==> src/photon_random_walk_slab_core_assert.svh <==
// Assertion macros shared by the photon walk modules.
// Each macro expects clk and rst in the scope where it is used.
`ifndef PHOTON_RANDOM_WALK_SLAB_CORE_ASSERT_SVH
`define PHOTON_RANDOM_WALK_SLAB_CORE_ASSERT_SVH
`ifndef SYNTH
`define PRWS_ASSERT(label, ante, cons) \
  label: assert property (@(posedge clk) disable iff (rst) (ante) |-> (cons)) \
    else $error("photon walk check failed");
`define PRWS_ASSERT_NEXT(label, ante, cons) \
  label: assert property (@(posedge clk) disable iff (rst) (ante) |=> (cons)) \
    else $error("photon walk check failed");
`else
`define PRWS_ASSERT(label, ante, cons)
`define PRWS_ASSERT_NEXT(label, ante, cons)
`endif
`endif

==> src/prws_pkg.sv <==
`default_nettype none
package prws_pkg;

  // Default table resolutions; both must be powers of two.
  localparam int LOG_TABLE_DEPTH_DEF = 1024;
  localparam int COS_TABLE_DEPTH_DEF = 1024;

  // Fixed-point constants.
  localparam logic [31:0] LN2_Q32    = 32'd2977044472;
  localparam logic [31:0] TWO_PI_Q29 = 32'd3373259426;
  localparam logic [30:0] ONE_Q30    = 31'h4000_0000;
  localparam logic [19:0] COUNT_MAX  = 20'hF_FFFF;

  // Configuration register indexes.
  localparam logic [1:0] CFG_MEAN_FREE_PATH = 2'd0;
  localparam logic [1:0] CFG_WALL_DISTANCE  = 2'd1;
  localparam logic [1:0] CFG_MAX_SCATTER    = 2'd2;
  localparam logic [1:0] CFG_PHOTONS        = 2'd3;

  // Photon outcome codes.
  localparam logic [1:0] OUT_MOVING    = 2'd0;
  localparam logic [1:0] OUT_REFLECTED = 2'd1;
  localparam logic [1:0] OUT_ABSORBED  = 2'd2;
  localparam logic [1:0] OUT_LIMIT     = 2'd3;

  // Datapath operation codes.
  localparam logic [3:0] OP_NOP   = 4'd0;
  localparam logic [3:0] OP_INIT  = 4'd1;
  localparam logic [3:0] OP_NORM  = 4'd2;
  localparam logic [3:0] OP_SQR   = 4'd3;
  localparam logic [3:0] OP_LN2   = 4'd4;
  localparam logic [3:0] OP_LEN   = 4'd5;
  localparam logic [3:0] OP_ANGX  = 4'd6;
  localparam logic [3:0] OP_ANGX2 = 4'd7;
  localparam logic [3:0] OP_PLOAD = 4'd8;
  localparam logic [3:0] OP_PMUL  = 4'd9;
  localparam logic [3:0] OP_DIVA  = 4'd10;
  localparam logic [3:0] OP_DIVB  = 4'd11;
  localparam logic [3:0] OP_SMUL  = 4'd12;
  localparam logic [3:0] OP_CSEL  = 4'd13;
  localparam logic [3:0] OP_MOVE  = 4'd14;
  localparam logic [3:0] OP_UPD   = 4'd15;

  // Last series stage of the cosine; stages above it belong to the sine.
  localparam logic [2:0] SEL_COS_LAST = 3'd3;

  typedef struct packed {
    logic [3:0] op;
    logic [2:0] sel;
  } prws_cmd_t;

  typedef struct packed {
    logic f_norm;
    logic out_busy;
  } prws_stat_t;

  // Series divisors: cosine stages 0..3, sine stages 4..7.
  function automatic logic [6:0] div_val(input logic [2:0] sel);
    logic [6:0] d;
    case (sel)
      3'd0: d = 7'd56;
      3'd1: d = 7'd30;
      3'd2: d = 7'd12;
      3'd3: d = 7'd2;
      3'd4: d = 7'd72;
      3'd5: d = 7'd42;
      3'd6: d = 7'd20;
      default: d = 7'd6;
    endcase
    return d;
  endfunction

  // floor(2^32 / divisor), used as a reciprocal multiplier.
  function automatic logic [31:0] div_recip(input logic [2:0] sel);
    logic [31:0] r;
    case (sel)
      3'd0: r = 32'd76695844;
      3'd1: r = 32'd143165576;
      3'd2: r = 32'd357913941;
      3'd3: r = 32'd2147483648;
      3'd4: r = 32'd59652323;
      3'd5: r = 32'd102261126;
      3'd6: r = 32'd214748364;
      default: r = 32'd715827882;
    endcase
    return r;
  endfunction

endpackage
`default_nettype wire

==> src/prws_dp.sv <==
`default_nettype none
module prws_dp #(
  parameter int LOG_TABLE_DEPTH = prws_pkg::LOG_TABLE_DEPTH_DEF,
  parameter int COS_TABLE_DEPTH = prws_pkg::COS_TABLE_DEPTH_DEF
) (
  input  wire logic                clk,
  input  wire logic                rst,
  input  wire logic                cfg_we,
  input  wire logic [1:0]          cfg_index,
  input  wire logic [23:0]         cfg_wdata,
  input  wire logic [15:0]         uniform_sample,
  input  wire logic [15:0]         angle_sample,
  input  wire prws_pkg::prws_cmd_t cmd,
  input  wire logic                out_valid,
  output prws_pkg::prws_stat_t     stat,
  output logic [1:0]               photon_outcome,
  output logic signed [31:0]       photon_position,
  output logic [19:0]              reflected_total,
  output logic                     experiment_done
);
  import prws_pkg::*;

  localparam int LOG_BITS = $clog2(LOG_TABLE_DEPTH);
  localparam int COS_BITS = $clog2(COS_TABLE_DEPTH);

  // Configuration registers.
  logic [15:0] mean_free_path;
  logic [23:0] wall_distance;
  logic [11:0] max_scatterings;
  logic [19:0] photons_per_experiment;

  // Walk state.
  logic signed [31:0] position;
  logic [11:0]        step_index;
  logic [19:0]        photon_index;
  logic [19:0]        reflected_count;

  // Working registers.
  logic [31:0] f;
  logic [4:0]  k;
  logic [23:0] frac;
  logic [28:0] negln;
  logic [20:0] len;
  logic [1:0]  quad;
  logic        aneg;
  logic [29:0] mag;
  logic [29:0] x;
  logic [29:0] x2;
  logic [29:0] n;
  logic [29:0] qd;
  logic [30:0] acc;
  logic [30:0] cosv;
  logic [30:0] sn;
  logic [30:0] cm;
  logic        cneg;
  logic [21:0] disp;

  // Shared multiplier.
  logic [31:0] mul_a;
  logic [31:0] mul_b;
  logic [63:0] prod;

  always_comb begin
    mul_a = '0;
    mul_b = '0;
    case (cmd.op)
      OP_NORM, OP_SQR: begin
        mul_a = f;
        mul_b = f;
      end
      OP_LN2: begin
        mul_a = {3'b0, {k + 5'd1, 24'b0} - {5'b0, frac}};
        mul_b = LN2_Q32;
      end
      OP_LEN: begin
        mul_a = {3'b0, negln};
        mul_b = {16'b0, mean_free_path};
      end
      OP_ANGX: begin
        mul_a = {2'b0, mag};
        mul_b = TWO_PI_Q29;
      end
      OP_ANGX2: begin
        mul_a = {2'b0, x};
        mul_b = {2'b0, x};
      end
      OP_PMUL: begin
        mul_a = {2'b0, x2};
        mul_b = {1'b0, acc};
      end
      OP_DIVA: begin
        mul_a = {2'b0, n};
        mul_b = div_recip(cmd.sel);
      end
      OP_SMUL: begin
        mul_a = {2'b0, x};
        mul_b = {1'b0, acc};
      end
      OP_MOVE: begin
        mul_a = {11'b0, len};
        mul_b = {1'b0, cm};
      end
      default: begin
        mul_a = '0;
        mul_b = '0;
      end
    endcase
  end

  assign prod = mul_a * mul_b;

  // Rounded product views.
  logic [63:0] prod_r23;
  logic [63:0] prod_r29;
  logic [63:0] prod_r30;
  logic [63:0] prod_r31;
  logic [32:0] sq;

  assign prod_r23 = prod + 64'h80_0000;
  assign prod_r29 = prod + 64'h2000_0000;
  assign prod_r30 = prod + 64'h4000_0000;
  assign prod_r31 = prod + 64'h8000_0000;
  assign sq       = prod[63:31];

  // Input decode: log table bin and angle turn.
  logic [15:0] u_eff;
  logic [31:0] f_init;
  logic [31:0] turn;
  logic [31:0] turn_s;
  logic [29:0] turn_lo;

  assign u_eff   = (uniform_sample == 16'd0) ? 16'd1 : uniform_sample;
  assign f_init  = {u_eff[15:16-LOG_BITS], 1'b1, {(31 - LOG_BITS){1'b0}}};
  assign turn    = {angle_sample[15:16-COS_BITS], {(32 - COS_BITS){1'b0}}};
  assign turn_s  = turn + 32'h2000_0000;
  assign turn_lo = turn_s[29:0];

  // Reciprocal division correction.
  logic [31:0] dval32;
  logic [31:0] div_rem;
  logic [36:0] qd_times_d;
  logic [30:0] quot;

  assign dval32     = {25'b0, div_val(cmd.sel)};
  assign qd_times_d = qd * div_val(cmd.sel);
  assign div_rem    = {2'b0, n} - qd_times_d[31:0];
  assign quot       = {1'b0, qd} + ((div_rem >= dval32) ? 31'd1 : 31'd0);

  // Step update: move, saturate, classify.
  logic signed [33:0] disp_s;
  logic signed [33:0] np_wide;
  logic [31:0]        np_sat;
  logic [12:0]        steps;
  logic [20:0]        photon_next;
  logic [1:0]         outcome;
  logic [19:0]        refl_total;
  logic               last_photon;

  always_comb begin
    disp_s  = cneg ? -$signed({12'b0, disp}) : $signed({12'b0, disp});
    np_wide = $signed({{2{position[31]}}, position}) + disp_s;
    if ((np_wide[33:31] == 3'b000) || (np_wide[33:31] == 3'b111)) begin
      np_sat = np_wide[31:0];
    end else if (np_wide[33]) begin
      np_sat = 32'h8000_0000;
    end else begin
      np_sat = 32'h7FFF_FFFF;
    end
    steps       = {1'b0, step_index} + 13'd1;
    photon_next = {1'b0, photon_index} + 21'd1;
    last_photon = photon_next >= {1'b0, photons_per_experiment};
    if (np_sat[31]) begin
      outcome = OUT_REFLECTED;
    end else if (np_sat > {8'b0, wall_distance}) begin
      outcome = OUT_ABSORBED;
    end else if (steps >= {1'b0, max_scatterings}) begin
      outcome = OUT_LIMIT;
    end else begin
      outcome = OUT_MOVING;
    end
    if ((outcome == OUT_REFLECTED) && (reflected_count != COUNT_MAX)) begin
      refl_total = reflected_count + 20'd1;
    end else begin
      refl_total = reflected_count;
    end
  end

  // Configuration writes.
  always_ff @(posedge clk) begin
    if (rst) begin
      mean_free_path         <= 16'd256;
      wall_distance          <= 24'd2560;
      max_scatterings        <= 12'd99;
      photons_per_experiment <= 20'd1000;
    end else if (cfg_we) begin
      case (cfg_index)
        CFG_MEAN_FREE_PATH: mean_free_path <= cfg_wdata[15:0];
        CFG_WALL_DISTANCE:  wall_distance <= cfg_wdata;
        CFG_MAX_SCATTER:    max_scatterings <= cfg_wdata[11:0];
        CFG_PHOTONS:        photons_per_experiment <= cfg_wdata[19:0];
        default: ;
      endcase
    end
  end

  // Walk state, updated once per item.
  always_ff @(posedge clk) begin
    if (rst) begin
      position        <= '0;
      step_index      <= '0;
      photon_index    <= '0;
      reflected_count <= '0;
    end else if (cmd.op == OP_UPD) begin
      if (outcome == OUT_MOVING) begin
        position   <= np_sat;
        step_index <= steps[11:0];
      end else begin
        position   <= '0;
        step_index <= '0;
        if (last_photon) begin
          photon_index    <= '0;
          reflected_count <= '0;
        end else begin
          photon_index    <= photon_next[19:0];
          reflected_count <= refl_total;
        end
      end
    end
  end

  // Result register.
  always_ff @(posedge clk) begin
    if (cmd.op == OP_UPD) begin
      photon_outcome  <= outcome;
      photon_position <= np_sat;
      reflected_total <= refl_total;
      experiment_done <= (outcome != OUT_MOVING) && last_photon;
    end
  end

  // Working registers, one operation per cycle.
  always_ff @(posedge clk) begin
    case (cmd.op)
      OP_INIT: begin
        f    <= f_init;
        k    <= '0;
        frac <= '0;
        quad <= turn_s[31:30];
        aneg <= ~turn_lo[29];
        mag  <= turn_lo[29] ? (turn_lo - 30'h2000_0000) : (30'h2000_0000 - turn_lo);
      end
      OP_NORM: begin
        f <= {f[30:0], 1'b0};
        k <= k + 5'd1;
      end
      OP_SQR: begin
        f    <= sq[32] ? sq[32:1] : sq[31:0];
        frac <= {frac[22:0], sq[32]};
      end
      OP_LN2:   negln <= prod_r31[60:32];
      OP_LEN:   len <= prod_r23[44:24];
      OP_ANGX:  x <= prod_r30[60:31];
      OP_ANGX2: x2 <= prod[59:30];
      OP_PLOAD: n <= x2;
      OP_PMUL:  n <= prod[59:30];
      OP_DIVA:  qd <= prod[61:32];
      OP_DIVB: begin
        acc <= ONE_Q30 - quot;
        if (cmd.sel == SEL_COS_LAST) begin
          cosv <= ONE_Q30 - quot;
        end
      end
      OP_SMUL: sn <= prod[60:30];
      OP_CSEL: begin
        if (step_index == 12'd0) begin
          cm   <= ONE_Q30;
          cneg <= 1'b0;
        end else begin
          case (quad)
            2'd0: begin
              cm   <= cosv;
              cneg <= 1'b0;
            end
            2'd1: begin
              cm   <= sn;
              cneg <= ~aneg;
            end
            2'd2: begin
              cm   <= cosv;
              cneg <= 1'b1;
            end
            default: begin
              cm   <= sn;
              cneg <= aneg;
            end
          endcase
        end
      end
      OP_MOVE: disp <= prod_r29[51:30];
      default: ;
    endcase
  end

  assign stat.f_norm   = f[31];
  assign stat.out_busy = out_valid;

`include "photon_random_walk_slab_core_assert.svh"

  // Squaring needs a mantissa in [1, 2).
  `PRWS_ASSERT(a_sqr_norm, (cmd.op == OP_SQR), f[31])
  // The reciprocal quotient is off by at most one.
  `PRWS_ASSERT(a_div_corr, (cmd.op == OP_DIVB), (div_rem < (dval32 + dval32)))
  // A moving photon never sits outside the slab.
  `PRWS_ASSERT_NEXT(a_moving_inside, (cmd.op == OP_UPD) && (outcome == OUT_MOVING),
                    !position[31])

endmodule
`default_nettype wire

==> config.mk <==
export PLATFORM = sky130hd
export DESIGN_NAME = prws_dp
export DESIGN_NICKNAME = d
export VERILOG_FILES = /design/src/prws_pkg.sv /design/src/prws_dp.sv
export VERILOG_INCLUDE_DIRS = /design/src /design/src/src
export SDC_FILE = /design/constraint.sdc
export NUM_CORES = 2
export LEC_CHECK = 0
export BUFFER_PORTS_ARGS = -buffer_cell sky130_fd_sc_hd__buf_2
export CORE_MARGIN = 4
export CORE_UTILIZATION = 46
export DETAILED_ROUTE_END_ITERATION = 8
export MAX_ROUTING_LAYER = met4
export SLEW_MARGIN = 10
export SYNTH_ARGS = -nofsm -noshare
export SYNTH_HDL_FRONTEND = slang
export SYNTH_SLANG_ARGS = --single-unit
export TNS_END_PERCENT = 50
==> constraint.sdc <==
create_clock -name clk -period 14.73 [get_ports clk]
set_input_delay 0.7365 -clock clk [delete_from_list [all_inputs] [get_ports clk]]
set_output_delay 0.7365 -clock clk [all_outputs]
set_load 0.1 [all_outputs]
# Yosys cells after proc, flatten, opt, wreduce, memory -nomap -nowiden
# Cells that the tools add are included.
# W data, S select, Z words.
[totals] reg_bits=622 input_bits=69 output_inout_bits=57 wordCells=135
[op_classes] addsub=17 mul=2 magnitude_cmp=4 eq_ne=29 mux=25 bitwise=3 reduce_logical=25
[op_table] operator="$pmux W32 S8" n=2
[op_table] operator="$pmux W32 S7" n=1
[op_table] operator="$mux W32" n=4
[op_table] operator="$pmux W32 S3" n=1
[op_table] operator="$mul A32 B32 Y64" n=1
[op_table] operator="$add A61 B31 Y61 const B" n=1
[op_table] operator="$add A61 B32 Y61 const B" n=1
[op_table] operator="$mux W20" n=3
[op_table] operator="$pmux W30 S2" n=1
[op_table] operator="$add A52 B30 Y52 const B" n=1
[op_table] operator="$pmux W7 S7" n=1
[op_table] operator="$pmux W24 S2" n=1
[op_table] operator="$add A45 B24 Y45 const B" n=1
[op_table] operator="$add A32 B34 Y34" n=1
[op_table] operator="$mux W34" n=1
[op_table] operator="$neg A22 Y34" n=1
[op_table] operator="$add A32 B30 Y32 const B" n=1
[op_table] operator="$eq A4 B4 Y1 const B" n=8
[op_table] operator="$ge A32 B7 Y1" n=1
[op_table] operator="$gt A32 B24 Y1" n=1
[op_table] operator="$mul A30 B7 Y32" n=1
[op_table] operator="$sub A30 B32 Y32" n=1
[op_table] operator="$add A30 B1 Y31" n=1
[op_table] operator="$mux W31" n=1
[op_table] operator="other kinds (37)" n=68

# Logic depth before layout (Yosys ltp)
[depth] depth_word=13 mapped_depth=48 depth_no_buf=42

# Least setup slack after synthesis
# No wires, ideal clock.
[synth_path] path_type="input port to flip-flop" startpoint="in cmd[5] in the netlist's numbering" endpoint="reg negln[27], data pin" setup_time_ns=0.281 t_arrival_ns=12.336 required_ns=14.449 slack_ns=2.113 path_stages=45 n_path_buf=10 cell_sequence="clkbuf_1 buf_2 buf_1 nand2_1 nor2_1 clkbuf_1 buf_1 clkbuf_1 a22oi_1 nand3_1 clkbuf_1 buf_1 nand2_1 fa_1 inv_1 fa_1 inv_1 fa_1 [9 not listed] clkbuf_1 a21o_1 a21o_1 a21oi_1 o2111ai_1 a21oi_1 nor2_1 a21oi_1 xnor2_1 ha_1 clkbuf_1 nand3b_1 a2111oi_0 nand4_1 nor3_2 nand4_1 nor3_1 xor2_1"
[synth_between] elab_chain_len=5 elab_cells_between_ends=17 cone_classes="1 x add/sub; 1 x mul; 10 x eq/ne; 2 x mux; 3 x reduce/logical"
[synth_lines] element="from (decl)" line="prws_dp.sv:13" rtl="input wire prws_pkg::prws_cmd_t cmd,"
[synth_lines] element="$eq A4 B4 Y1 (tied with other cells)" line="prws_dp.sv:66" rtl="case (cmd.op)"
[synth_lines] element="$reduce_or A2 Y1 (on tied branches)"
[synth_lines] element="$pmux W32 S8" line="prws_dp.sv:66"
[synth_lines] element="$mul A32 B32 Y64 *" line="prws_dp.sv:110" rtl="assign prod = mul_a * mul_b;"
[synth_lines] element="net prod[31]" line="prws_dp.sv:61" rtl="logic [63:0] prod;"
[synth_lines] element="$add A61 B32 Y61 *" line="prws_dp.sv:122" rtl="assign prod_r31 = prod + 64'h8000_0000;"
[synth_lines] element="net prod_r31[59]" line="prws_dp.sv:116" rtl="logic [63:0] prod_r31;"
[synth_lines] element="to (signal assigned)" line="prws_dp.sv:260" rtl="OP_LN2: negln <= prod_r31[60:32];"
[synth_lines] element="to (decl)" line="prws_dp.sv:42" rtl="logic [28:0] negln;"
# The timed path passes the listed nets; every way through them passes the cells marked *.
# A chain may end at the register's enable or synchronous reset.

# Worst setup path in the final report
[layout_path] startpoint="reg frac[4]" endpoint="reg x[29], data pin"
[layout_between] elab_chain_len=4
[layout_lines] element="from (decl)" line="prws_dp.sv:41" rtl="logic [23:0] frac;"
[layout_lines] element="from (signal assigned)" line="prws_dp.sv:258" rtl="frac <= {frac[22:0], sq[32]};"
[layout_lines] element="$sub A29 B24 Y29" line="prws_dp.sv:72" rtl="mul_a = {3'b0, {k + 5'd1, 24'b0} - {5'b0, frac}};"
[layout_lines] element="$pmux W32 S8" line="prws_dp.sv:66"
[layout_lines] element="$mul A32 B32 Y64" line="prws_dp.sv:110"
[layout_lines] element="net prod[46]" line="prws_dp.sv:61"
[layout_lines] element="$add A61 B31 Y61" line="prws_dp.sv:121" rtl="assign prod_r30 = prod + 64'h4000_0000;"
[layout_lines] element="net prod_r30[60]" line="prws_dp.sv:115" rtl="logic [63:0] prod_r30;"
[layout_lines] element="to (signal assigned)" line="prws_dp.sv:262" rtl="OP_ANGX: x <= prod_r30[60:31];"
[layout_lines] element="to (decl)" line="prws_dp.sv:47" rtl="logic [29:0] x;"
# The timed path passes the listed nets, and every way through them passes these cells.

==> results.yml <==
worst_setup_path:
  critPathArrivalTime_ns: 14.18
  path_class: "reg2reg"
  crit_slowest_cell: "nor3_1"
  start_kind: "flop"
  crit_fanout: 17
  max_stage_delay_ns: 0.77
  path_common_cell: "fa_1"
  worstPathRequired_ns: 15.09
  endpoint_kind: "flop"
placement:
  placed_cells: 9568
  routabilityCongestion: 0.969
  dp_hpwl_um: 182000
  dp_slack_ns: 1.16
  port_buffers: 111
cts:
  cts_root_buffer: "clkbuf_16"
  cts_setup_buffers: 0
  cts-buffers-inserted: 56
  h-tree-depth: 2
  post_cts_resized: 0
  cts_tree: "done"
  cts_buffer_depth: 3
  cts.clk_slew.worst_paths_ns: 0.07
  worst_skew_pair.late_latency_ns: 0.66
  clkSinkCount: 600
  ctsHoldBuffers: 0
sta:
  final-setup-viol-count: 0
  fmax_ghz: 0.0724
  hold_viol_final: 0
  worst_slew_pin_slew_ns: 1.26
  layout_setup_ws_ns: 0.911
  setup_tns_ns: 0
  timing.slew.headroom_pct: 15.6
  skew_ns: 0.0515
  finalMaxSlewViolations: 0
  finalCritPeriodShare_pct: 93.8
  hold_ws_ns: 0.329
  fin_crit_ns: 13.82
  rsz0062_at_grt: "false"
run_status:
  status: "finished clean"
global_route:
  grt_pass1_wl_um: 346000
  first_global_vias: 55708
  grt_util_all_layers_pct: 29.6
  grt_max_degree: 74
  overflow: 0
  grt_antenna_before_repair: 9
synth:
  yosys_register_bits: 600
  synth_top_cell_area_share_pct: 29.2
  yosysMostFrequentCell: "inv_1"
  async_flop_share_pct: 0
  netlist_top_cells_count: "inv_1 (1237), fa_1 (1028), nand2_1 (918)"
  synth_ff_type: "edfxtp_1"
  yosys.area.top_type: "fa_1"
  yosysSeqAreaShare_pct: 23.4
  syn_nets: 9160
  synth_cell_types: 94
  synth_edf_count: 444
  synthCells: 7597
  yosys_warnings: 0
  synth.avg_cell_area_um2: 9.27
  synthTopCellsByArea: "fa_1 (29%), edfxtp_1 (19%), ha_1 (8.3%), inv_1 (6.6%), nand2_1 (4.9%)"
  synthesis.area_mm2: 0.0704
floorplanning:
  start_util_pct: 46.3
  chipHeight_um: 399
  fp-row-count: 143
  dieArea_mm2: 0.159
  die_w_um: 399
  ios: 126
  coreArea_mm2: 0.152
route:
  drt_iter0_markers: 5268
  vias: 54660
  drtPass1Iterations: 9
  drc: 0
  viasPerCell: 5.65
  drt_wl_total_um: 228000
  detail-route-antenna-nets: 0
  drt-wirelength-per-cell_um: 23.5
layout:
  drive_gt1_share_pct: 7.25
  nets: 9159
  area.growth.synth_to_final_pct: 8.27
  fin_cells: 9680
  fill_cells: 14352
flow_run:
  drv_cap: 0
worst_hold_path:
  hold_path.class: "in2reg"
-- final timing paths --
kind                                 startpoint                             to  slack (ns)  cells after the start
setup / recovery          frac[4]$_SDFFCE_PN0P_                x[29]$_DFFE_PP_        0.91                     39
hold / removal                  angle_sample[6]              mag[22]$_DFFE_PP_        0.33                      1
setup reg to reg          frac[4]$_SDFFCE_PN0P_                x[29]$_DFFE_PP_        0.91                     39
hold reg to reg   wall_distance[2]$_SDFFE_PP0P_  wall_distance[2]$_SDFFE_PP0P_        0.46                      2
-- layer usage --
layer	up-vias	track usage, %	share of wire (%)
li1	24434	-	-
met1	27581	39.1	41
met2	2234	46.1	46
met3	411	4.93	8.2
met4	0	11.1	4.8
met5	-	-	0
-- registers in the layout, indices dropped and copies added (netlist names), 29 cells and up --
register / flops
photon_position: 32
x2: 30
sn: 31
negln: 29
qd: 30
cosv: 31
cm: 31
acc: 31
n: 30
x: 30
position: 32
f: 32
-- cell type report --
type | count | area (µm²) | share of cell area, %
clock buffer | 63 | 1460 | 1.91
clock inverter | 43 | 588 | 0.771
sequential | 600 | 16500 | 21.6
multi-input combinational | 5365 | 48300 | 63.3
tap | 2030 | 2540 | 3.33
antenna | 6 | 15.0 | 0.0197
inverter | 1241 | 4660 | 6.11
timing repair buffer | 332 | 2240 | 2.94
-- cell usage in the layout, fill, tap and decap left out, drive strengths merged, types with 193 or more instances in the layout --
master / n
nand2: 918
buf: 332
a21oi: 270
inv: 1240
o21ai: 193
fa: 1028
xnor2: 226
ha: 466
edfxtp: 444
nor2: 860
-- metrics by stage --
step	utilization, %	area, µm²
2_1_floorplan	-	70400
3_3_place_gp	48.8	74200
3_5_place_dp	48.8	74200
4_1_cts	50.1	76200
5_1_grt	50.1	76200
6_report	50.1	76200
-- cell families after synthesis --
kind of cell    Yosys count  share of synthesized area, %
xor+xnor                321                          4.03
flops                   600                          23.4
buf+inv                1632                          8.78
simple gates           2484                          15.8
compound gates          998                          9.50
fa+ha+maj              1494                          37.5
mux                      68                         0.974
-- worst max-delay path, delay by kind of cell (launching register included) --
kind	cells	cell delay, ns
and+or+nand+nor	16	5.24
adders and majority gates	9	4.48
DFF	1	0.47
xor gates and xnor gates	2	0.34
buffers and inverters	6	0.95
muxes	1	0.17
AOI/OAI and AO/OA	5	1.83
Power is left out: the tool's default activity adds up to more than one toggle a clock period on the data nets, which glitch-free logic cannot reach.
