`config.mk`:
```
export PLATFORM = sky130hd
export DESIGN_NAME = prws_ctrl
export DESIGN_NICKNAME = d
export VERILOG_FILES = /design/src/prws_pkg.sv /design/src/prws_ctrl.sv
export VERILOG_INCLUDE_DIRS = /design/src /design/src/src
export SDC_FILE = /design/constraint.sdc
export NUM_CORES = 1
export LEC_CHECK = 0
export BUFFER_PORTS_ARGS = -buffer_cell sky130_fd_sc_hd__clkbuf_2
export CAP_MARGIN = 20
export CORE_ASPECT_RATIO = 0.9
export CORE_UTILIZATION = 49
export DETAILED_ROUTE_END_ITERATION = 10
export PLACE_DENSITY = 0.74
export SYNTH_ARGS = -nofsm -noshare
export SYNTH_HDL_FRONTEND = slang
export SYNTH_SLANG_ARGS = --single-unit
export TNS_END_PERCENT = 1
```
`constraint.sdc`:
```
create_clock -name clk -period 1.49 [get_ports clk]
set_clock_uncertainty 0.05 [all_clocks]
set_input_delay 0.447 -clock clk [delete_from_list [all_inputs] [get_ports clk]]
set_output_delay 0.447 -clock clk [all_outputs]
set_load 0.02 [all_outputs]
```
`src/photon_random_walk_slab_core_assert.svh`:
```
// Assertion macros shared by the photon walk modules.
// Each macro expects clk and rst in the scope where it is used.
`ifndef PHOTON_RANDOM_WALK_SLAB_CORE_ASSERT_SVH
`define PHOTON_RANDOM_WALK_SLAB_CORE_ASSERT_SVH
`ifndef SYNTH
`define PRWS_ASSERT(label, ante, cons) \
  label: assert property (@(posedge clk) disable iff (rst) (ante) |-> (cons)) \
    else $error("photon walk check failed");
`define PRWS_ASSERT_NEXT(label, ante, cons) \
  label: assert property (@(posedge clk) disable iff (rst) (ante) |=> (cons)) \
    else $error("photon walk check failed");
`else
`define PRWS_ASSERT(label, ante, cons)
`define PRWS_ASSERT_NEXT(label, ante, cons)
`endif
`endif

```
`src/prws_pkg.sv`:
```
`default_nettype none
package prws_pkg;

  // Default table resolutions; both must be powers of two.
  localparam int LOG_TABLE_DEPTH_DEF = 1024;
  localparam int COS_TABLE_DEPTH_DEF = 1024;

  // Fixed-point constants.
  localparam logic [31:0] LN2_Q32    = 32'd2977044472;
  localparam logic [31:0] TWO_PI_Q29 = 32'd3373259426;
  localparam logic [30:0] ONE_Q30    = 31'h4000_0000;
  localparam logic [19:0] COUNT_MAX  = 20'hF_FFFF;

  // Configuration register indexes.
  localparam logic [1:0] CFG_MEAN_FREE_PATH = 2'd0;
  localparam logic [1:0] CFG_WALL_DISTANCE  = 2'd1;
  localparam logic [1:0] CFG_MAX_SCATTER    = 2'd2;
  localparam logic [1:0] CFG_PHOTONS        = 2'd3;

  // Photon outcome codes.
  localparam logic [1:0] OUT_MOVING    = 2'd0;
  localparam logic [1:0] OUT_REFLECTED = 2'd1;
  localparam logic [1:0] OUT_ABSORBED  = 2'd2;
  localparam logic [1:0] OUT_LIMIT     = 2'd3;

  // Datapath operation codes.
  localparam logic [3:0] OP_NOP   = 4'd0;
  localparam logic [3:0] OP_INIT  = 4'd1;
  localparam logic [3:0] OP_NORM  = 4'd2;
  localparam logic [3:0] OP_SQR   = 4'd3;
  localparam logic [3:0] OP_LN2   = 4'd4;
  localparam logic [3:0] OP_LEN   = 4'd5;
  localparam logic [3:0] OP_ANGX  = 4'd6;
  localparam logic [3:0] OP_ANGX2 = 4'd7;
  localparam logic [3:0] OP_PLOAD = 4'd8;
  localparam logic [3:0] OP_PMUL  = 4'd9;
  localparam logic [3:0] OP_DIVA  = 4'd10;
  localparam logic [3:0] OP_DIVB  = 4'd11;
  localparam logic [3:0] OP_SMUL  = 4'd12;
  localparam logic [3:0] OP_CSEL  = 4'd13;
  localparam logic [3:0] OP_MOVE  = 4'd14;
  localparam logic [3:0] OP_UPD   = 4'd15;

  // Last series stage of the cosine; stages above it belong to the sine.
  localparam logic [2:0] SEL_COS_LAST = 3'd3;

  typedef struct packed {
    logic [3:0] op;
    logic [2:0] sel;
  } prws_cmd_t;

  typedef struct packed {
    logic f_norm;
    logic out_busy;
  } prws_stat_t;

  // Series divisors: cosine stages 0..3, sine stages 4..7.
  function automatic logic [6:0] div_val(input logic [2:0] sel);
    logic [6:0] d;
    case (sel)
      3'd0: d = 7'd56;
      3'd1: d = 7'd30;
      3'd2: d = 7'd12;
      3'd3: d = 7'd2;
      3'd4: d = 7'd72;
      3'd5: d = 7'd42;
      3'd6: d = 7'd20;
      default: d = 7'd6;
    endcase
    return d;
  endfunction

  // floor(2^32 / divisor), used as a reciprocal multiplier.
  function automatic logic [31:0] div_recip(input logic [2:0] sel);
    logic [31:0] r;
    case (sel)
      3'd0: r = 32'd76695844;
      3'd1: r = 32'd143165576;
      3'd2: r = 32'd357913941;
      3'd3: r = 32'd2147483648;
      3'd4: r = 32'd59652323;
      3'd5: r = 32'd102261126;
      3'd6: r = 32'd214748364;
      default: r = 32'd715827882;
    endcase
    return r;
  endfunction

endpackage
`default_nettype wire

```
`src/prws_ctrl.sv`:
```
`default_nettype none
module prws_ctrl (
  input  wire logic                 clk,
  input  wire logic                 rst,
  input  wire logic                 s_axis_tvalid,
  output logic                      s_axis_tready,
  output logic                      m_axis_tvalid,
  input  wire logic                 m_axis_tready,
  input  wire prws_pkg::prws_stat_t stat,
  output prws_pkg::prws_cmd_t       cmd
);
  import prws_pkg::*;

  localparam logic [3:0] S_IDLE  = 4'd0;
  localparam logic [3:0] S_NORM  = 4'd1;
  localparam logic [3:0] S_SQR   = 4'd2;
  localparam logic [3:0] S_LN2   = 4'd3;
  localparam logic [3:0] S_LEN   = 4'd4;
  localparam logic [3:0] S_ANGX  = 4'd5;
  localparam logic [3:0] S_ANGX2 = 4'd6;
  localparam logic [3:0] S_PNUM  = 4'd7;
  localparam logic [3:0] S_DIVA  = 4'd8;
  localparam logic [3:0] S_DIVB  = 4'd9;
  localparam logic [3:0] S_SMUL  = 4'd10;
  localparam logic [3:0] S_CSEL  = 4'd11;
  localparam logic [3:0] S_MOVE  = 4'd12;
  localparam logic [3:0] S_UPD   = 4'd13;

  localparam logic [4:0] SQR_LAST  = 5'd23;
  localparam logic [4:0] POLY_LAST = 5'd7;

  logic [3:0] state;
  logic [3:0] state_next;
  logic [4:0] cnt;
  logic [4:0] cnt_next;
  logic       out_valid;
  logic       out_valid_next;

  assign s_axis_tready = (state == S_IDLE);
  assign m_axis_tvalid = out_valid;

  // Sequencer: one datapath operation per cycle, but none while idle, on leaving normalization, or while S_UPD waits.
  always_comb begin
    state_next = state;
    cnt_next   = cnt;
    cmd.op     = OP_NOP;
    cmd.sel    = cnt[2:0];
    case (state)
      S_IDLE: begin
        if (s_axis_tvalid) begin
          cmd.op     = OP_INIT;
          state_next = S_NORM;
        end
      end
      S_NORM: begin
        if (stat.f_norm) begin
          cnt_next   = '0;
          state_next = S_SQR;
        end else begin
          cmd.op = OP_NORM;
        end
      end
      S_SQR: begin
        cmd.op = OP_SQR;
        if (cnt == SQR_LAST) begin
          cnt_next   = '0;
          state_next = S_LN2;
        end else begin
          cnt_next = cnt + 5'd1;
        end
      end
      S_LN2: begin
        cmd.op     = OP_LN2;
        state_next = S_LEN;
      end
      S_LEN: begin
        cmd.op     = OP_LEN;
        state_next = S_ANGX;
      end
      S_ANGX: begin
        cmd.op     = OP_ANGX;
        state_next = S_ANGX2;
      end
      S_ANGX2: begin
        cmd.op     = OP_ANGX2;
        cnt_next   = '0;
        state_next = S_PNUM;
      end
      S_PNUM: begin
        cmd.op     = (cnt[1:0] == 2'd0) ? OP_PLOAD : OP_PMUL;
        state_next = S_DIVA;
      end
      S_DIVA: begin
        cmd.op     = OP_DIVA;
        state_next = S_DIVB;
      end
      S_DIVB: begin
        cmd.op = OP_DIVB;
        if (cnt == POLY_LAST) begin
          state_next = S_SMUL;
        end else begin
          cnt_next   = cnt + 5'd1;
          state_next = S_PNUM;
        end
      end
      S_SMUL: begin
        cmd.op     = OP_SMUL;
        state_next = S_CSEL;
      end
      S_CSEL: begin
        cmd.op     = OP_CSEL;
        state_next = S_MOVE;
      end
      S_MOVE: begin
        cmd.op     = OP_MOVE;
        state_next = S_UPD;
      end
      S_UPD: begin
        // Wait until the result register is free or being emptied.
        if (!stat.out_busy || m_axis_tready) begin
          cmd.op     = OP_UPD;
          state_next = S_IDLE;
        end
      end
      default: state_next = S_IDLE;
    endcase
  end

  // Result valid flag.
  always_comb begin
    out_valid_next = out_valid;
    if (cmd.op == OP_UPD) begin
      out_valid_next = 1'b1;
    end else if (m_axis_tready) begin
      out_valid_next = 1'b0;
    end
  end

  always_ff @(posedge clk) begin
    if (rst) begin
      state     <= S_IDLE;
      cnt       <= '0;
      out_valid <= 1'b0;
    end else begin
      state     <= state_next;
      cnt       <= cnt_next;
      out_valid <= out_valid_next;
    end
  end

`include "photon_random_walk_slab_core_assert.svh"

  // A new result never overwrites one that is still waiting.
  `PRWS_ASSERT(a_no_overwrite, (cmd.op == OP_UPD), (!out_valid || m_axis_tready))
  // The squaring loop stays within its 24 passes.
  `PRWS_ASSERT(a_sqr_count, (state == S_SQR), (cnt <= SQR_LAST))
  // Loading a result always raises valid on the next cycle.
  `PRWS_ASSERT_NEXT(a_out_raise, (cmd.op == OP_UPD), out_valid)

endmodule
`default_nettype wire

```
# After elaboration in Yosys (flattened, before gate mapping)
# Index checks and enable logic that the tools add are counted.
# totals
romBits	0
elab_cells	50
ram_bits	0
n_memories	0
reg_bits	10
latch_bits	0
# op_classes
bitwise_logic	0
n_shift	0
mux	17
mul	0
div_mod_pow	0
n_reduce_logical	8
n_lt_le_gt_ge	0
n_addsub	1
eq_ne	21
# ops
op	n
$pmux 4 s14	2
$eq 4x4->1 const B	7
$mux 4	6
$pmux 5 s4	1
$eq 4x3->1 const B	4
$mux 5	3
$ne 2x2->1 const B	5
$eq 4x2->1 const B	2
$add 5x1->5 const B	1
$eq 5x3->1 const B	1
$eq 5x5->1 const B	1
$eq 4x1->1 const B	1
$logic_not 4->1	1
$mux 1	4
$reduce_and 4->1	1
$reduce_bool 4->1	1
$reduce_and 3->1	1
$logic_not 2->1	1
$mux 2	1
$reduce_bool 2->1	1
$logic_not 1->1	1
$logic_or 1x1->1	1

# Longest topological paths before layout
# Gate-level depths: netlist of the first run.
# logic_depth
depth_word	6
depth_mapped	6

# Least setup slack after synthesis of the first run
# No wires, ideal clock.
# synth_timing
path_type	register to output
from	reg state[2]
to	out cmd[5] (netlist name)
t_required_ps	993
t_arrival_ps	1418
path_slack_ps	-425
stages_incl_launch_ff	5
cell_sequence	dfxtp_1 buf_4 clkbuf_1 a21oi_1 a211oi_1
# synth_rtl
element	line	source
from (decl)	prws_ctrl.sv:32	logic [3:0] state;
from (signal assigned)	prws_ctrl.sv:145	state <= state_next;
to (decl)	prws_ctrl.sv:10	output prws_pkg::prws_cmd_t cmd

==> results of run 1 <==
## final timing paths
path | to | depth (start not counted)
hold / removal | state[1]$_SDFFE_PP0P_ | 2
setup reg to reg | cnt[1]$_SDFFE_PP0P_ | 5
setup / recovery | cmd[3] | 6
hold reg to reg | m_axis_tvalid$_SDFFE_PP0P_ | 2
## cell type report
class | count | area, sq um | share of cell area, %
sequential | 10 | 214 | 15.6
multi-input combinational | 78 | 657 | 47.9
timing repair buffer | 53 | 420 | 30.7
inverter | 8 | 30.0 | 2.19
clock buffer | 3 | 22.5 | 1.64
tap | 22 | 27.5 | 2.01
## metrics by stage
stage	cell area [sq um]	util, %	hold slack (ps)
after floorplan	957	-	414
after global placement	1220	78.9	401
after detailed placement	1220	78.9	417
after CTS	1360	88.0	408
after global routing	1370	88.7	412
final	1370	88.7	419
## worst register-to-register path, stage by stage (launching register included)
cell and delay (ps):
dfxtp_4 410, buf_4 170, nor4b_1 440, a2bb2oi_1 220
nand3b_1 220, mux2i_1 130
## cells by family (layout without fill, tap and decap cells)
| logic type | after synthesis | after routing | synth area share [%] |
|---|---|---|---|
| adders and majority gates | 2 | 2 | 2.91 |
| buffers and inverters | 19 | 64 | 11.5 |
| xor gates and xnor gates | 1 | 1 | 1.02 |
| and+or+nand+nor | 39 | 39 | 25.1 |
| AOI/OAI and AO/OA | 32 | 32 | 30.9 |
| muxes | 4 | 4 | 5.25 |
| DFF | 10 | 10 | 23.3 |
## power by group through the flow
stage	registers, mW	clock network (mW)	logic, mW
2_1_floorplan	0.303	0	0.440
3_3_place_gp	0.319	0	0.646
3_5_place_dp	0.322	0	0.660
4_1_cts	0.322	0.186	0.773
5_1_grt	0.327	0.203	0.864
6_report	0.327	0.185	0.834
## what timing repair did
item,in CTS,in global routing
pin swaps,8,0
gates resized for setup,19,8
setup endpoints to repair,14,16
hold endpoints to repair,0,0
buffers inserted,4,0
## routing by layer
metal  up-vias  track usage, %  part of all wire (%)
li1        484               -                     -
met1       534            51.1                    35
met2       113            64.5                    46
met3        35            15.2                    12
met4         0            19.4                   6.8
met5         -               0                     0
## registers in the layout (all words and copies together) (netlist names)
signal / flops
cnt: 5
m_axis_tvalid: 1
state: 4
## layout by cell type (no fill, tap or decap), types with 5 or more instances in the layout
cell type  count
buf_4         37
clkbuf_2      10
nor2_1         9
inv_1          6
nand2_1        6
a21oi_1        5
dfxtp_2        5
==> key figures, run 1 <==
Worst setup path
  – R2r setup slk: -220 ps
  – WP data arrival: ~1400 ps
  – Startpoint Class: flip-flop
  – Worst Setup End Kind: primary output
  – WS Path Type: reg2out
  – CP top delay family: compound AO/OA/AOI/OAI gates
  – CP required: 990 ps
  – CP max-delay cell: dfxtp_2
  – Slowest stage delay, CP: ~330 ps
  – Crit Path Max Fanout: 2
  – Origin of the critical flop-to-flop path: state[3]$_SDFFE_PP0P_
  – Worst Path Buf+Inv: 2
  – Cell chain of the critical path: inv_1 -> ha_2 -> o21ai_1 -> a21oi_1 -> o22ai_2 -> clkbuf_8
  – Crit. Startpoint: cnt[0]$_SDFFE_PP0P_

CTS
  – Total CTS buffers: 3
  – CTS Hold Bufs: 0
  – H-Tree Depth: 1
  – Clock sinks: 10
  – Worst skew pair latency: 270 ps
  – Clk root buf: clkbuf_4
  – Clock transition at path regs: 60 ps
  – Max Root-Sink Buffers: 2
  – TritonCTS clock tree: built

Power and ir drop
  – Sequential share of power: 24.3%
  – Internal power: 0.801 mW
  – Lkg Pwr: 0.574 nW
  – Net load switching power: 0.545 mW
  – Pwr Total: 1.35 mW
  – Switching Share: 40.5%
  – Combinational share of power: 62.0%
  – Clk pwr share: roughly 14%
  – Power per Cell Area: 982 nW/um^2
  – Worst vdd ir: 0.000755 V

Floorplanning
  – Core area: approximately 1500 sq um
  – Initial Utilization: 55.5%
  – DIE AREA: 1920 sq um
  – Die width: 46.1 microns
  – Num rows: 13
  – Io pins: 15
  – Die height: 41.7 microns

Timing
  – Final count of pins violating max slew: 0
  – Worst slew pin tran: 460 ps
  – Setup TNS: -2860 ps
  – Fin. Hold Viols: 0
  – Final Critical Period: 1890 ps
  – FMAX: around 0.53 GHz
  – Setup WS post-layout: -400 ps
  – Final period utilization: 127%
  – Unrepaired setup endpoints after global routing: true
  – # setup viols final: 14
  – Slew margin rel.: a little under 70%

Detailed routing
  – DR vias/cell: 6.70
  – DRC viols: 0
  – DR pass1 iterations: 5
  – Initial DRC count: 82
  – Vias: between 1000 and 1500
  – Post-Route WL: 3.74 mm
  – Post-route ant nets: 0
  – Wire per inst: 21.5 microns

Status
  – Violated checks: negative setup slack
  – Outcome: finished with violations

Synthesis
  – Syn_nets: between 100 and 150
  – Ys Warns: 0
  – Most frequent cell after synthesis: nor2_1
  – Average size of a mapped cell: 8.02 sq um
  – Synth Instances: about 110
  – Top cell type's share of synthesized area: 23.3%
  – Yosys cell types: 46
  – Area leader, netlist: dfxtp_1
  – Dominant synthesized flop cell: dfxtp_1
  – Synth Cell Area: 858 sq um
  – FF+latch count, synth: 10
  – Post-synth top cells: nor2_1 (11), dfxtp_1 (10), a21oi_1 (8), inv_1 (8), nand2_1 (6)
  – Top cells by area, synth: dfxtp_1 (23%), nor2_1 (4.8%), a21oi_1 (4.7%)
  – Register area share after synthesis: roughly a quarter
  – Async SR Flop Fraction: 0%
  – Number of synthesized flops with an enable pin: 0

Place
  – Detailed placer's ending HPWL: 2.01 mm
  – Final GP Congestion: around 0.92
  – Placed Cells: 167
  – Port bufs: 14
  – Pre-CTS setup slack: -328 ps

Worst hold path
  – Hold Path Class: in2reg
  – Hold path startpoint: rst

Layout
  – N_diodes: 0
  – Total of fill cells in the finished design: 65
  – Non-Filler Instances: 174
  – Nets: 162
  – Share of post-route cells with drive strength above 1: 55.3%
  – Area Overhead vs Synth: 59.8%

Global route
  – Largest net degree at the start of global routing: 13
  – Grt ovf: 0
  – Initial antenna violation count: 0
  – First-pass GRT wire length: around 5.8 mm
  – Tot GR Track Use: 42.1%
  – Number of global-route vias before repair: about 1100

Run
  – Max cap viols: 0
(Power assumes the default switching activity.)
==> inputs of run 2 (changes only) <==
--- a/config.mk
+++ b/config.mk
@@ -9,9 +9,10 @@
 export BUFFER_PORTS_ARGS = -buffer_cell sky130_fd_sc_hd__clkbuf_2
 export CAP_MARGIN = 20
 export CORE_ASPECT_RATIO = 0.9
-export CORE_UTILIZATION = 49
+export CORE_UTILIZATION = 50
+export CTS_BUF_LIST = sky130_fd_sc_hd__clkbuf_4
 export DETAILED_ROUTE_END_ITERATION = 10
-export PLACE_DENSITY = 0.74
+export PLACE_DENSITY = 0.75
 export SYNTH_ARGS = -nofsm -noshare
 export SYNTH_HDL_FRONTEND = slang
 export SYNTH_SLANG_ARGS = --single-unit
==> run 2 against run 1 <==
  * The flow still finishes with violations (negative setup slack)
  * Wire length grew 17%
  * Utilization is 4.6 points higher
  * Worst setup slack got worse by 45 ps
  * Final cell count increased by 2.3%
  * Sequential power shrank 1%
  * Clock-buffer cell count unchanged
  * Die area is 1.9% lower
  * Sequential cell count stayed put
  * Power up 4.0%
  * Non-clock buffer count grew 3
  * Maximum frequency is 2.3% lower
  * Critical path type unchanged
  * Largest power group unchanged
==> key figures, run 2 (same netlist as run 1, synthesis figures left out) <==
CTS
  – Clock transition at path regs: 70 ps (about the same)
  – Worst skew pair latency: 280 ps (about the same)
  – Max Root-Sink Buffers: 2 (unchanged)
  – Clk root buf: clkbuf_4
  – Total CTS buffers: 3 (unchanged)
  – Clock sinks: 10 (unchanged)
  – CTS Hold Bufs: 0 (unchanged)
  – H-Tree Depth: 1 (unchanged)
  – TritonCTS clock tree: built

Power and ir drop
  – Switching Share: 43.0% (+2.5 points)
  – Clk pwr share: 14.6% (+0.8 points)
  – Power per Cell Area: 980 nW/um^2 (-0.13%)
  – Pwr Total: 1.40 mW (+4.0%)
  – Internal power: 0.798 mW (-0.38%)
  – Lkg Pwr: 0.599 nW (+4.4%)
  – Worst vdd ir: 0.000657 V (-13%)
  – Sequential share of power: 23.1% (-1.2 points)
  – Net load switching power: 0.602 mW (+10%)
  – Combinational share of power: 62.3% (+0.3 points)

Global route
  – Tot GR Track Use: 42.7% (+0.63 points)
  – Largest net degree at the start of global routing: 13 (unchanged)
  – Number of global-route vias before repair: 1057 (-5.2%)
  – First-pass GRT wire length: 5.35 mm (-7.0%)
  – Grt ovf: 0 (unchanged)
  – Initial antenna violation count: 0 (unchanged)

Place
  – Pre-CTS setup slack: -308 ps (+19.2 ps)
  – Detailed placer's ending HPWL: 1.99 mm (-1.2%)
  – Final GP Congestion: 0.839 (-9.3%)
  – Placed Cells: 167 (unchanged)
  – Dpl cell area: 1220 sq um (unchanged)
  – Port bufs: 14 (unchanged)

Timing
  – Setup WS post-layout: -445 ps (-45.1 ps)
  – Final count of pins violating max slew: 0 (unchanged)
  – Slew margin rel.: 70.9% (+2.0 points)
  – Worst slew pin tran: 436 ps (-24.2 ps)
  – Final Critical Period: 1930 ps (+45.1 ps)
  – Unrepaired setup endpoints after global routing: true
  – Setup TNS: -3480 ps (-623 ps)
  – Fin. Hold Viols: 0 (unchanged)
  – FMAX: 0.517 GHz (-2.3%)
  – Final period utilization: 130% (+3.0 points)
  – # setup viols final: 17 (+3)

Worst hold path
  – Hold path startpoint: rst
  – Worst Hold Depth: 2 (unchanged)
  – Hold Path Class: in2reg

Worst setup path
  – Startpoint Class: flip-flop
  – WP data arrival: 1440 ps (+50 ps)
  – Worst Setup End Kind: primary output
  – Slowest stage delay, CP: 370 ps (+40 ps)
  – Origin of the critical flop-to-flop path: cnt[1]$_SDFFE_PP0P_
  – Cell chain of the critical path: buf_6 -> nor2_4 -> nor2_1 -> a21oi_1 -> o31a_1 -> clkbuf_8
  – CP max-delay cell: dfxtp_4
  – Crit Path Max Fanout: 4 (+2)
  – Reg2reg path depth: 7 (+2)
  – CP required: 990 ps (about the same)
  – WS Path Type: reg2out
  – Crit. Startpoint: state[0]$_SDFFE_PP0P_

Floorplanning
  – Die width: 45.7 microns (-0.95%)
  – Io pins: 15 (unchanged)
  – DIE AREA: 1890 sq um (-1.9%)
  – Die height: 41.3 microns (-0.96%)
  – Initial Utilization: 56.1% (+0.59 points)
  – Num rows: 13 (unchanged)
  – Core area: 1530 sq um (-1.1%)

Layout
  – Leading cell type in the layout, fill and taps excluded: buf_4
  – Most frequent cells in the layout: buf_4 (39), nor2_1 (9), clkbuf_2 (9)
  – Nets: 165 (+1.9%)
  – Total of fill cells in the finished design: 53 (-18%)
  – N_diodes: 0 (unchanged)
  – Max FFs per register: 5 (unchanged)
  – Non-Filler Cell Area, Final: 1430 sq um (+4.1%)
  – Non-Filler Instances: 178 (+2.3%)
  – Most flop-heavy register: cnt
  – Area Overhead vs Synth: 66.3%
  – Area of the multi-input gates: 696 sq um (+5.9%)
  – Register Area: 213 sq um (-0.58%)
  – Share of post-route cells with drive strength above 1: 59.0% (+3.7 points)

Detailed routing
  – DR pass1 iterations: 5 (unchanged)
  – Post-Route WL: 4.36 mm (+17%)
  – Initial DRC count: 165 (+100%)
  – DRC viols: 0 (unchanged)
  – Wire per inst: 24.5 microns (+14%)
  – Post-route ant nets: 0 (unchanged)
  – DR vias/cell: 7.13 (+6.4%)
  – Vias: 1269 (+8.8%)

Status
  – Outcome: finished with violations
  – Violated checks: negative setup slack

Run
  – Max cap viols: 0 (unchanged)
## run 2: per-layer routing
metal | global-route usage, % | part of all wire [%] | wire (microns) | vias to the layer above
met4 | 18.9 | 6.5 | 284 | 0
met2 | 72.9 | 43 | 1870 | 162
li1 | - | - | - | 494
met3 | 15.9 | 15 | 669 | 49
met1 | 48.4 | 35 | 1530 | 564
met5 | 0 | 0 | 0 | -
## run 2: stage by stage
stage | hold WS (ps) | util (%)
2_1_floorplan | 414 | -
3_3_place_gp | 406 | 79.7
3_5_place_dp | 423 | 79.7
4_1_cts | 405 | 89.1
5_1_grt | 439 | 93.4
6_report | 456 | 93.4
## run 2: path summary, 6_finish.rpt
path                                     end  slack, ps
setup / recovery                      cmd[4]       -440
hold / removal           cnt[4]$_SDFFE_PP0P_        460
setup reg to reg         cnt[0]$_SDFFE_PP0P_       -320
hold reg to reg   m_axis_tvalid$_SDFFE_PP0P_        470
## run 2: layout make-up
cell class | count | share of cell area [%]
multi-input combinational | 78 | 48.7
timing repair buffer | 56 | 30.5
sequential | 10 | 14.9
inverter | 8 | 2.10
tap | 22 | 1.93
clock buffer | 3 | 1.58
clock inverter | 1 | 0.263
## run 2: critical path, delay by kind of cell (launching register included)
kind	cells	cell delay [ps]
flops	1	370
compound gates	2	310
buf+inv	2	280
simple gates	2	210
## run 2: timing repair
action / 4_1_cts / 5_1_grt
setup endpoints to repair: 12 / 16
pin swaps: 10 / 2
setup buffers: 8 / 0
resized for setup: 23 / 17
hold endpoints to repair: 0 / 0
## run 2: power groups by stage
stage | clock [mW] | combinational, mW | sequential, mW
final | 0.204 | 0.873 | 0.323
after detailed placement | 0 | 0.650 | 0.314
after floorplan | 0 | 0.440 | 0.303
after global placement | 0 | 0.630 | 0.313
after global routing | 0.212 | 0.887 | 0.321
after CTS | 0.198 | 0.740 | 0.314
